$ cat config.mk
export PLATFORM = sky130hd
export DESIGN_NAME = decimal_text_to_fixed_point
export DESIGN_NICKNAME = d
export VERILOG_FILES = /design/src/sv/dtfp_pkg.sv /design/src/sv/dtfp_div.sv /design/src/sv/dtfp_datapath.sv /design/src/sv/dtfp_ctrl.sv /design/src/sv/decimal_text_to_fixed_point.sv
export VERILOG_INCLUDE_DIRS = /design/src /design/src/sv
export SDC_FILE = /design/constraint.sdc
export NUM_CORES = 2
export LEC_CHECK = 0
export BUFFER_PORTS_ARGS = -buffer_cell sky130_fd_sc_hd__buf_4
export CAP_MARGIN = 15
export CORE_ASPECT_RATIO = 0.75
export CORE_MARGIN = 3
export CORE_UTILIZATION = 58
export DETAILED_ROUTE_END_ITERATION = 12
export GPL_ROUTABILITY_DRIVEN = 0
export PLACE_DENSITY = 0.75
export RECOVER_POWER = 25
export SLEW_MARGIN = 10
export SYNTH_ARGS = -nofsm -noshare
export SYNTH_HDL_FRONTEND = slang
export SYNTH_SLANG_ARGS = --single-unit
$ cat constraint.sdc
create_clock -name clk -period 12.05 [get_ports clk]
set_clock_uncertainty 0.15 [all_clocks]
set_input_delay 1.8075 -clock clk [delete_from_list [all_inputs] [get_ports clk]]
set_output_delay 1.8075 -clock clk [all_outputs]
set_load 0.005 [all_outputs]
$ cat src/sv/decimal_text_to_fixed_point_assert.svh
// Assertion macros for the decimal text to fixed-point parser.
`ifndef DECIMAL_TEXT_TO_FIXED_POINT_ASSERT_SVH
`define DECIMAL_TEXT_TO_FIXED_POINT_ASSERT_SVH

// Same-cycle implication, disabled during reset.
`define DTFP_ASSERT_NOW(label, ante, cons, msg) \
    label: assert property (@(posedge clk) disable iff (!rst_n) (ante) |-> (cons)) \
        else $error(msg);

// Next-cycle implication, disabled during reset.
`define DTFP_ASSERT_NEXT(label, ante, cons, msg) \
    label: assert property (@(posedge clk) disable iff (!rst_n) (ante) |=> (cons)) \
        else $error(msg);

`endif

$ cat src/sv/dtfp_pkg.sv
// Package: types, codes, constants and the multiply-by-ten helper of the decimal text parser.
package dtfp_pkg;

    localparam int MAX_SCALE = 18;
    localparam int EXP_LIMIT = 18;
    localparam int EXP_SAT   = 63;

    localparam logic [7:0] CHAR_MINUS = 8'h2D;
    localparam logic [7:0] CHAR_PLUS  = 8'h2B;
    localparam logic [7:0] CHAR_DOT   = 8'h2E;
    localparam logic [7:0] CHAR_E_UP  = 8'h45;
    localparam logic [7:0] CHAR_E_LO  = 8'h65;
    localparam logic [7:0] CHAR_ZERO  = 8'h30;
    localparam logic [7:0] CHAR_NINE  = 8'h39;

    localparam logic [1:0] PH_INT  = 2'd0;
    localparam logic [1:0] PH_FRAC = 2'd1;
    localparam logic [1:0] PH_EXP  = 2'd2;

    localparam logic [1:0] STATUS_POS = 2'd0;
    localparam logic [1:0] STATUS_NEG = 2'd1;
    localparam logic [1:0] STATUS_BAD = 2'd2;

    typedef struct packed {
        logic take;
        logic check;
        logic mul_int;
        logic div_int;
        logic quot_int;
        logic mul_setup;
        logic div_frac;
        logic mul_frac;
        logic quot_frac;
        logic sum;
        logic load_out;
    } cmd_t;

    typedef struct packed {
        logic valid;
        logic cnt_zero;
        logic frac_zero;
        logic fdig_lt;
        logic fdig_gt;
        logic div_done;
        logic out_busy;
    } sts_t;

    function automatic logic [63:0] mul10(input logic [63:0] x);
        return {x[60:0], 3'b000} + {x[62:0], 1'b0};
    endfunction

endpackage

$ cat src/sv/dtfp_div.sv
// Power-of-ten divider: repeated shift-and-add division by ten, each digit through estimate, fold and fix steps.
module dtfp_div (
    input  logic        clk,
    input  logic        rst_n,
    input  logic        start,
    input  logic [63:0] dividend,
    input  logic [4:0]  count,
    output logic [63:0] quotient,
    output logic        done
);
    localparam logic [1:0] STEP_EST  = 2'd0;
    localparam logic [1:0] STEP_FOLD = 2'd1;
    localparam logic [1:0] STEP_FIX  = 2'd2;

    logic [63:0] num_reg, num_next;
    logic [63:0] est_reg, est_next;
    logic [4:0]  cnt_reg, cnt_next;
    logic [1:0]  step_reg, step_next;
    logic        busy_reg, busy_next;
    logic        done_reg, done_next;
    logic [63:0] est_a, est_b, est_c, est_d, est_e;
    logic [63:0] rem_est;

    assign est_a   = (num_reg >> 1) + (num_reg >> 2);
    assign est_b   = est_a + (est_a >> 4);
    assign est_c   = est_reg + (est_reg >> 8);
    assign est_d   = est_c + (est_c >> 16);
    assign est_e   = est_d + (est_d >> 32);
    assign rem_est = num_reg - ({est_reg[60:0], 3'b000} + {est_reg[62:0], 1'b0});

    always_comb
    begin
        num_next  = num_reg;
        est_next  = est_reg;
        cnt_next  = cnt_reg;
        step_next = step_reg;
        busy_next = busy_reg;
        done_next = 1'b0;
        if (start)
        begin
            num_next  = dividend;
            cnt_next  = count;
            step_next = STEP_EST;
            busy_next = 1'b1;
        end
        else if (busy_reg)
        begin
            if (cnt_reg == '0)
            begin
                busy_next = 1'b0;
                done_next = 1'b1;
            end
            else
            begin
                unique case (step_reg)
                    STEP_EST:
                    begin
                        est_next  = est_b;
                        step_next = STEP_FOLD;
                    end
                    STEP_FOLD:
                    begin
                        est_next  = est_e >> 3;
                        step_next = STEP_FIX;
                    end
                    STEP_FIX:
                    begin
                        num_next  = est_reg + 64'(rem_est > 64'd9);
                        cnt_next  = cnt_reg - 1'b1;
                        step_next = STEP_EST;
                    end
                    default:
                    begin
                        step_next = STEP_EST;
                    end
                endcase
            end
        end
    end

    always_ff @(posedge clk or negedge rst_n)
    begin
        if (!rst_n)
        begin
            cnt_reg  <= '0;
            step_reg <= STEP_EST;
            busy_reg <= 1'b0;
            done_reg <= 1'b0;
        end
        else
        begin
            cnt_reg  <= cnt_next;
            step_reg <= step_next;
            busy_reg <= busy_next;
            done_reg <= done_next;
        end
    end

    always_ff @(posedge clk)
    begin
        num_reg <= num_next;
        est_reg <= est_next;
    end

    assign quotient = num_reg;
    assign done     = done_reg;

endmodule

$ cat src/sv/dtfp_datapath.sv
// Datapath: character decode, accumulators, scaling arithmetic and output register.
module dtfp_datapath (
    input  logic               clk,
    input  logic               rst_n,
    input  logic               cfg_valid,
    input  logic [4:0]         cfg_data,
    input  logic [7:0]         char_code,
    input  dtfp_pkg::cmd_t     cmd,
    input  logic               m_tready,
    output dtfp_pkg::sts_t     sts,
    output logic               out_valid,
    output logic [63:0]        out_value,
    output logic [1:0]         out_status
);
    import dtfp_pkg::*;

    logic [4:0]  scale_reg;
    logic [1:0]  phase_reg, phase_next;
    logic        first_reg, first_next;
    logic        neg_reg, neg_next;
    logic        expneg_reg, expneg_next;
    logic        signok_reg, signok_next;
    logic [63:0] int_reg, int_next;
    logic [63:0] frac_reg, frac_next;
    logic [4:0]  fdig_reg, fdig_next;
    logic [5:0]  exp_reg, exp_next;
    logic        expover_reg, expover_next;
    logic        seen_reg, seen_next;
    logic        bad_reg, bad_next;
    logic [4:0]  eff_reg, eff_next;
    logic [4:0]  cnt_reg, cnt_next;
    logic        ok_reg, ok_next;
    logic        outv_reg, outv_next;
    logic [63:0] outval_reg, outval_next;
    logic [1:0]  outst_reg, outst_next;

    logic        is_digit, is_minus, is_plus, is_e;
    logic [3:0]  digit;
    logic [9:0]  exp_trial;
    logic        exp_nz, exp_big, valid;
    logic [6:0]  eff_up, eff_dn;
    logic        div_start;
    logic [63:0] div_dividend, div_quot;
    logic [4:0]  div_count;
    logic        div_done;

    assign is_digit  = (char_code >= CHAR_ZERO) && (char_code <= CHAR_NINE);
    assign is_minus  = (char_code == CHAR_MINUS);
    assign is_plus   = (char_code == CHAR_PLUS);
    assign is_e      = (char_code == CHAR_E_UP) || (char_code == CHAR_E_LO);
    assign digit     = char_code[3:0];
    assign exp_trial = 10'(exp_reg) * 10'd10 + 10'(digit);

    assign exp_nz  = expover_reg || (exp_reg != '0);
    assign exp_big = expover_reg || (exp_reg > 6'(EXP_LIMIT));
    assign eff_up  = 7'(scale_reg) + 7'(exp_reg);
    assign eff_dn  = 7'(scale_reg) - 7'(exp_reg);

    always_comb
    begin
        valid = !bad_reg && seen_reg && (scale_reg <= 5'(MAX_SCALE))
                && !(expneg_reg && !exp_nz);
        if (exp_nz)
        begin
            if ((int_reg < 64'd1) || (int_reg > 64'd9) || exp_big)
                valid = 1'b0;
            else if (expneg_reg && (6'(scale_reg) < exp_reg))
                valid = 1'b0;
            else if (!expneg_reg && (eff_up > 7'(MAX_SCALE)))
                valid = 1'b0;
        end
    end

    always_comb
    begin
        if (!exp_nz)
            eff_next = scale_reg;
        else if (expneg_reg)
            eff_next = eff_dn[4:0];
        else
            eff_next = eff_up[4:0];
    end

    assign div_start    = cmd.div_int | cmd.div_frac;
    assign div_dividend = cmd.div_int ? int_reg : frac_reg;
    assign div_count    = cmd.div_int ? eff_reg : (fdig_reg - eff_reg);

    dtfp_div u_div (
        .clk      (clk),
        .rst_n    (rst_n),
        .start    (div_start),
        .dividend (div_dividend),
        .count    (div_count),
        .quotient (div_quot),
        .done     (div_done)
    );

    always_comb
    begin
        phase_next   = phase_reg;
        first_next   = first_reg;
        neg_next     = neg_reg;
        expneg_next  = expneg_reg;
        signok_next  = signok_reg;
        int_next     = int_reg;
        frac_next    = frac_reg;
        fdig_next    = fdig_reg;
        exp_next     = exp_reg;
        expover_next = expover_reg;
        seen_next    = seen_reg;
        bad_next     = bad_reg;
        cnt_next     = cnt_reg;
        ok_next      = ok_reg;
        outv_next    = outv_reg && !m_tready;
        outval_next  = outval_reg;
        outst_next   = outst_reg;

        if (cmd.take)
        begin
            first_next = 1'b0;
            if (first_reg && is_minus)
            begin
                neg_next = 1'b1;
            end
            else if (signok_reg && (is_minus || is_plus))
            begin
                signok_next = 1'b0;
                if (is_minus)
                    expneg_next = 1'b1;
            end
            else
            begin
                signok_next = 1'b0;
                if (is_digit)
                begin
                    seen_next = 1'b1;
                    if (phase_reg == PH_INT)
                    begin
                        int_next = mul10(int_reg) + 64'(digit);
                    end
                    else if (phase_reg == PH_FRAC)
                    begin
                        if (fdig_reg < 5'(MAX_SCALE))
                        begin
                            frac_next = mul10(frac_reg) + 64'(digit);
                            fdig_next = fdig_reg + 1'b1;
                        end
                    end
                    else if (exp_trial > 10'(EXP_SAT))
                    begin
                        expover_next = 1'b1;
                        exp_next     = 6'(EXP_SAT);
                    end
                    else
                    begin
                        exp_next = exp_trial[5:0];
                    end
                end
                else if ((char_code == CHAR_DOT) && (phase_reg != PH_FRAC))
                begin
                    phase_next = PH_FRAC;
                end
                else if (is_e && (phase_reg != PH_EXP))
                begin
                    phase_next  = PH_EXP;
                    signok_next = 1'b1;
                end
                else
                begin
                    bad_next = 1'b1;
                end
            end
        end

        if (cmd.check)
        begin
            ok_next  = valid;
            cnt_next = eff_next;
        end
        if (cmd.mul_int)
        begin
            int_next = mul10(int_reg);
            cnt_next = cnt_reg - 1'b1;
        end
        if (cmd.quot_int)
        begin
            int_next = div_quot;
            cnt_next = eff_reg;
        end
        if (cmd.mul_setup)
            cnt_next = eff_reg - fdig_reg;
        if (cmd.mul_frac)
        begin
            frac_next = mul10(frac_reg);
            cnt_next  = cnt_reg - 1'b1;
        end
        if (cmd.quot_frac)
            frac_next = div_quot;
        if (cmd.sum)
            int_next = int_reg + frac_reg;

        if (cmd.load_out)
        begin
            outv_next = 1'b1;
            if (ok_reg)
            begin
                outval_next = neg_reg ? (64'd0 - int_reg) : int_reg;
                outst_next  = neg_reg ? STATUS_NEG : STATUS_POS;
            end
            else
            begin
                outval_next = '0;
                outst_next  = STATUS_BAD;
            end
            phase_next   = PH_INT;
            first_next   = 1'b1;
            neg_next     = 1'b0;
            expneg_next  = 1'b0;
            signok_next  = 1'b0;
            int_next     = '0;
            frac_next    = '0;
            fdig_next    = '0;
            exp_next     = '0;
            expover_next = 1'b0;
            seen_next    = 1'b0;
            bad_next     = 1'b0;
        end
    end

    always_ff @(posedge clk or negedge rst_n)
    begin
        if (!rst_n)
        begin
            scale_reg   <= '0;
            phase_reg   <= PH_INT;
            first_reg   <= 1'b1;
            neg_reg     <= 1'b0;
            expneg_reg  <= 1'b0;
            signok_reg  <= 1'b0;
            int_reg     <= '0;
            frac_reg    <= '0;
            fdig_reg    <= '0;
            exp_reg     <= '0;
            expover_reg <= 1'b0;
            seen_reg    <= 1'b0;
            bad_reg     <= 1'b0;
            cnt_reg     <= '0;
            ok_reg      <= 1'b0;
            outv_reg    <= 1'b0;
        end
        else
        begin
            if (cfg_valid)
                scale_reg <= cfg_data;
            phase_reg   <= phase_next;
            first_reg   <= first_next;
            neg_reg     <= neg_next;
            expneg_reg  <= expneg_next;
            signok_reg  <= signok_next;
            int_reg     <= int_next;
            frac_reg    <= frac_next;
            fdig_reg    <= fdig_next;
            exp_reg     <= exp_next;
            expover_reg <= expover_next;
            seen_reg    <= seen_next;
            bad_reg     <= bad_next;
            cnt_reg     <= cnt_next;
            ok_reg      <= ok_next;
            outv_reg    <= outv_next;
        end
    end

    always_ff @(posedge clk)
    begin
        if (cmd.check)
            eff_reg <= eff_next;
        outval_reg <= outval_next;
        outst_reg  <= outst_next;
    end

    assign sts.valid     = valid;
    assign sts.cnt_zero  = (cnt_reg == '0);
    assign sts.frac_zero = (frac_reg == '0);
    assign sts.fdig_lt   = (fdig_reg < eff_reg);
    assign sts.fdig_gt   = (fdig_reg > eff_reg);
    assign sts.div_done  = div_done;
    assign sts.out_busy  = outv_reg && !m_tready;

    assign out_valid  = outv_reg;
    assign out_value  = outval_reg;
    assign out_status = outst_reg;

endmodule

$ cat src/sv/dtfp_ctrl.sv
// Controller: sequences character intake and the end-of-string scaling steps.
module dtfp_ctrl (
    input  logic            clk,
    input  logic            rst_n,
    input  logic            s_tvalid,
    input  logic            s_tlast,
    output logic            s_tready,
    input  dtfp_pkg::sts_t  sts,
    output dtfp_pkg::cmd_t  cmd
);
    import dtfp_pkg::*;

    localparam logic [3:0] ST_RUN   = 4'd0;
    localparam logic [3:0] ST_CHECK = 4'd1;
    localparam logic [3:0] ST_MULI  = 4'd2;
    localparam logic [3:0] ST_DIVI  = 4'd3;
    localparam logic [3:0] ST_FSET  = 4'd4;
    localparam logic [3:0] ST_MULF  = 4'd5;
    localparam logic [3:0] ST_DIVF  = 4'd6;
    localparam logic [3:0] ST_SUM   = 4'd7;
    localparam logic [3:0] ST_DONE  = 4'd8;
    localparam logic [3:0] ST_MULB  = 4'd9;

    logic [3:0] state_reg, state_next;

    always_comb
    begin
        state_next = state_reg;
        cmd        = '0;
        s_tready   = 1'b0;
        unique case (state_reg)
            ST_RUN:
            begin
                s_tready = 1'b1;
                cmd.take = s_tvalid;
                if (s_tvalid && s_tlast)
                    state_next = ST_CHECK;
            end
            ST_CHECK:
            begin
                cmd.check  = 1'b1;
                state_next = sts.valid ? ST_MULI : ST_DONE;
            end
            ST_MULI:
            begin
                if (sts.cnt_zero)
                begin
                    cmd.div_int = 1'b1;
                    state_next  = ST_DIVI;
                end
                else
                begin
                    cmd.mul_int = 1'b1;
                end
            end
            ST_DIVI:
            begin
                if (sts.div_done)
                begin
                    cmd.quot_int = 1'b1;
                    state_next   = ST_MULB;
                end
            end
            ST_MULB:
            begin
                if (sts.cnt_zero)
                    state_next = ST_FSET;
                else
                    cmd.mul_int = 1'b1;
            end
            ST_FSET:
            begin
                priority if (sts.frac_zero || (!sts.fdig_lt && !sts.fdig_gt))
                begin
                    state_next = ST_SUM;
                end
                else if (sts.fdig_lt)
                begin
                    cmd.mul_setup = 1'b1;
                    state_next    = ST_MULF;
                end
                else
                begin
                    cmd.div_frac = 1'b1;
                    state_next   = ST_DIVF;
                end
            end
            ST_MULF:
            begin
                if (sts.cnt_zero)
                    state_next = ST_SUM;
                else
                    cmd.mul_frac = 1'b1;
            end
            ST_DIVF:
            begin
                if (sts.div_done)
                begin
                    cmd.quot_frac = 1'b1;
                    state_next    = ST_SUM;
                end
            end
            ST_SUM:
            begin
                cmd.sum    = 1'b1;
                state_next = ST_DONE;
            end
            ST_DONE:
            begin
                if (!sts.out_busy)
                begin
                    cmd.load_out = 1'b1;
                    state_next   = ST_RUN;
                end
            end
            default:
            begin
                state_next = ST_RUN;
            end
        endcase
    end

    always_ff @(posedge clk or negedge rst_n)
    begin
        if (!rst_n)
            state_reg <= ST_RUN;
        else
            state_reg <= state_next;
    end

endmodule

$ cat src/sv/decimal_text_to_fixed_point.sv
// Top level: ASCII decimal number stream to scaled signed 64-bit fixed-point value.
// Characters are taken one per cycle while intake is not stalled; only the last character of a string yields a result.
// After the last character the string is checked; an invalid one goes straight to the output load, a valid one
// is scaled up, divided and scaled back, its fraction aligned by multiplication or division, then summed.
// Intake stalls from the last character until the result is loaded; m_tready low extends it.
// Asynchronous active-low reset clears string state, scale register and output valid.
module decimal_text_to_fixed_point (
    input  logic        clk,
    input  logic        rst_n,
    input  logic        cfg_valid,
    output logic        cfg_ready,
    input  logic [4:0]  cfg_data,     // scale_exponent
    input  logic        s_tvalid,
    output logic        s_tready,
    input  logic [7:0]  s_tdata,      // [7:0] char_code
    input  logic        s_tlast,      // is_last
    output logic        m_tvalid,
    input  logic        m_tready,
    output logic [63:0] m_tdata,      // [63:0] fixed_value
    output logic [1:0]  m_tuser       // [1:0] status
);
    import dtfp_pkg::*;

    cmd_t cmd;
    sts_t sts;

    assign cfg_ready = 1'b1;

    dtfp_ctrl u_ctrl (
        .clk      (clk),
        .rst_n    (rst_n),
        .s_tvalid (s_tvalid),
        .s_tlast  (s_tlast),
        .s_tready (s_tready),
        .sts      (sts),
        .cmd      (cmd)
    );

    dtfp_datapath u_dp (
        .clk        (clk),
        .rst_n      (rst_n),
        .cfg_valid  (cfg_valid),
        .cfg_data   (cfg_data),
        .char_code  (s_tdata),
        .cmd        (cmd),
        .m_tready   (m_tready),
        .sts        (sts),
        .out_valid  (m_tvalid),
        .out_value  (m_tdata),
        .out_status (m_tuser)
    );

`include "decimal_text_to_fixed_point_assert.svh"

    `DTFP_ASSERT_NOW(a_bad_zero, m_tvalid && (m_tuser == STATUS_BAD), m_tdata == 64'd0,
        "invalid result carries nonzero value")
    `DTFP_ASSERT_NOW(a_status_code, m_tvalid, m_tuser != 2'd3, "undefined status code")
    `DTFP_ASSERT_NEXT(a_stall_after_last, s_tvalid && s_tready && s_tlast, !s_tready,
        "intake not stalled after last character")

endmodule

==> flow_summary_export.csv <==
group,metric,value,unit
floorplan,die_y,272,um
clock_tree,postCtsSetupRepairBufs,0,
placed_design,place_hpwl,157000,um
floorplan,core.rowCount,96,
yosys,synthArstFlopShare,46.5,%
clock_tree,cts_tree,"yes",
worst_setup_path,cp-start-kind,"flop",
worst_setup_path,path_delay_family,"simple AND/OR/NAND/NOR gates",
grt,track_usage,37.7,%
final_layout,fin_nets,7706,
floorplan,io_pins,88,
routing,vias_per_cell,6.90,
clock_tree,clock_path_buffers,3,
grt,grt_pass1_vias,50599,
clock_tree,cts_buffers,44,
clock_tree,insertion_delay,0.62,ns
worst_setup_path,critPathMostFrequentCell,"a31oi_1",
yosys,ys.flop_type,"edfxtp_1",
clock_tree,cts_sinks,372,
worst_setup_path,cp_max_fo,13,
worst_setup_path,timing_worst_setup_path_type,"reg -> reg",
worst_setup_path,critical_path_arrival,11.80,ns
grt,grt_max_degree,92,
outcome,violations,"max-capacitance violations, max-slew violations",
worst_setup_path,cp_slowest_cell,"edfxtp_1",
worst_setup_path,cp-end-kind,"flop",
yosys,ys_seq_area_share,18.8,%
routing,wl_per_cell,23.5,um
worst_setup_path,cp.required,12.22,ns
sta,maxClockFrequency,86.0,MHz
outcome,outcome,"finished with violations",
final_layout,drive_above_1_share,4.78,%
clock_tree,htreeDepth,2,
hold_path,holdPathStages,2,
sta,hold_viol_final,0,
yosys,synth.distinct_cells,130,
routing,routed_wl,196000,um
routing,drtIter0Drc,7885,
yosys,synth_edf_count,199,
flow_run,cap_violations,5,
final_layout,areaGrowthSynthToFinish,5.31,%
yosys,ys_warn_count,0,
sta,worst-slew-pin-transition,4.44,ns
placed_design,port_buffers,86,
clock_tree,clkTransAtPathRegs,0.08,ns
hold_path,min_to,"u_dp.first_reg",
worst_setup_path,rrSetupSlack,0.42,ns
worst_setup_path,critPathMaxStageDelay,0.53,ns
sta,rsz0062_at_grt,"no",
routing,vias,57479,
hold_path,worstHoldStart,"u_dp.first_reg",
yosys,ys_ff_latch,372,
clock_tree,cts_hold_buf,0,
clock_tree,cts_root_buf,"clkbuf_16",
worst_setup_path,regToRegStartpoint,"u_dp.u_div.est_reg[13]",
sta,slew-limit-headroom,-196,%
yosys,syn_avg_cell_area,7.64,um2
yosys,syn_inst,7172,
yosys,synth_area,54800,um2
sta,finalCritPeriodShare,96.6,%
routing,drc,0,
routing,dr.pass1.iters,9,
hold_path,holdCritPathClass,"reg -> reg",
sta,fin_setup_tns,0,ns
routing,antenna_left,0,
grt,grt_pass1_wl,295000,um
floorplan,dieArea,98300,um2
grt,overflow,0,
yosys,syn-num-nets,7815,
sta,slew_violations,299,
sta,period_minus_slack,11.63,ns
final_layout,n_fill_cell,8215,
floorplan,die_w,361,um
grt,antenna_found_initial,6,
sta,setup_viol,0,
worst_setup_path,timing.critical_path.buf_inv,3,
floorplan,core-area,92600,um2
worst_setup_path,r2r-end,"u_dp.u_div.est_reg[60]",
floorplan,start_util,59.2,%
worst_setup_path,worstRegToRegCells,38,
[cell families after synthesis]
kind of cell / after synthesis / synth area share, %
adders and majority gates: 624 / 15.3
muxes: 29 / 0.550
xor gates and xnor gates: 713 / 11.5
DFF: 372 / 18.8
and+or+nand+nor: 2483 / 22.3
buffers and inverters: 566 / 4.05
AOI/OAI and AO/OA: 2384 / 27.5
other: 1 / 0.00684
[cell usage after synthesis (all sizes together), types with 85 or more instances]
master	count	share of area [%]
clkbuf	249	1.7
nand4	159	1.9
xnor2	426	6.9
and3	95	1.1
nor2b	86	0.98
nand2b	86	0.98
xor2	287	4.6
nand3	202	1.9
inv	277	1.9
a21oi	689	6.3
a21o	275	3.8
nand2	736	5.0
o21ai	610	5.6
o21bai	85	1.2
dfrtp	172	7.9
ha	549	13
a211oi	101	1.4
nor2	606	4.2
nor3	160	1.5
edfxtp	199	11
[repair_timing]
item / CTS / global route
hold endpoints to repair: 0 / 0
endpoints found under the setup margin: 0 / 5
resized for setup: 0 / 2
[how the worst max path moves through the flow]
| stage | slack, ns | start | cells after the start | end |
|---|---|---|---|---|
| 2_1_floorplan | 2.70 | u_dp.u_div.est_reg[0] | 41 | u_dp.u_div.est_reg[60] |
| 3_3_place_gp | 1.08 | u_dp.u_div.est_reg[9] | 39 | u_dp.u_div.est_reg[60] |
| 3_5_place_dp | 0.86 | u_dp.u_div.est_reg[9] | 37 | u_dp.u_div.est_reg[60] |
| 4_1_cts | 0.80 | u_dp.u_div.est_reg[13] | 36 | u_dp.u_div.est_reg[60] |
| 5_1_grt | 0.007 | u_dp.u_div.est_reg[9] | 39 | u_dp.u_div.est_reg[60] |
| 6_report | 0.42 | u_dp.u_div.est_reg[13] | 38 | u_dp.u_div.est_reg[60] |
[cells in the final DEF, fill, tap and decap left out, drive strengths merged, types with 172 or more instances in the layout]
| cell type | synthesis | final |
|---|---|---|
| nor2 | 606 | 606 |
| edfxtp | 199 | 199 |
| o21ai | 610 | 610 |
| inv | 277 | 282 |
| xor2 | 287 | 287 |
| ha | 549 | 549 |
| nand3 | 202 | 202 |
| nand2 | 736 | 736 |
| a21o | 275 | 275 |
| a21oi | 689 | 689 |
| xnor2 | 426 | 426 |
| dfrtp | 172 | 172 |
[metrics by stage]
step	cell area (um2)	hold slack [ns]	instances	util [%]	worst slack (ns)
2_1_floorplan	54800	0.297	7172	-	2.70
3_3_place_gp	56200	0.321	8242	60.7	1.08
3_5_place_dp	56200	0.337	8242	60.7	0.857
4_1_cts	57700	0.346	8324	62.3	0.803
5_1_grt	57700	0.366	8324	62.3	0.00676
6_report	57700	0.345	8326	62.3	0.416
[routing by layer]
layer,share of wire [%],wire length [um],vias to the layer above,track usage (%)
met5,0.087,170,-,0.931
met4,4.5,8750,8,13.8
met3,15,29700,556,13.7
met2,39,75300,3715,51.3
met1,42,81600,26923,53.8
li1,-,-,26277,-
[area by class of cell]
cell class	instances	area, um2	share of cell area (%)
multi-input combinational	6234	42400	73.4
antenna	2	5.00	0.00867
timing repair buffer	131	953	1.65
tap	1225	1530	2.66
sequential	372	10300	17.9
clock inverter	15	169	0.293
inverter	280	1050	1.82
clock buffer	67	1320	2.29
[worst reg2reg max path: cells and delay by family (launching register included)]
family          cells  cell delay [ns]
buf+inv             3             0.51
compound gates     12             3.11
fa+ha+maj           3             1.30
flops               1             0.53
simple gates       20             5.70
Power is not shown: default switching activity piles up to over one toggle a cycle in this logic, so the estimate is an artifact.
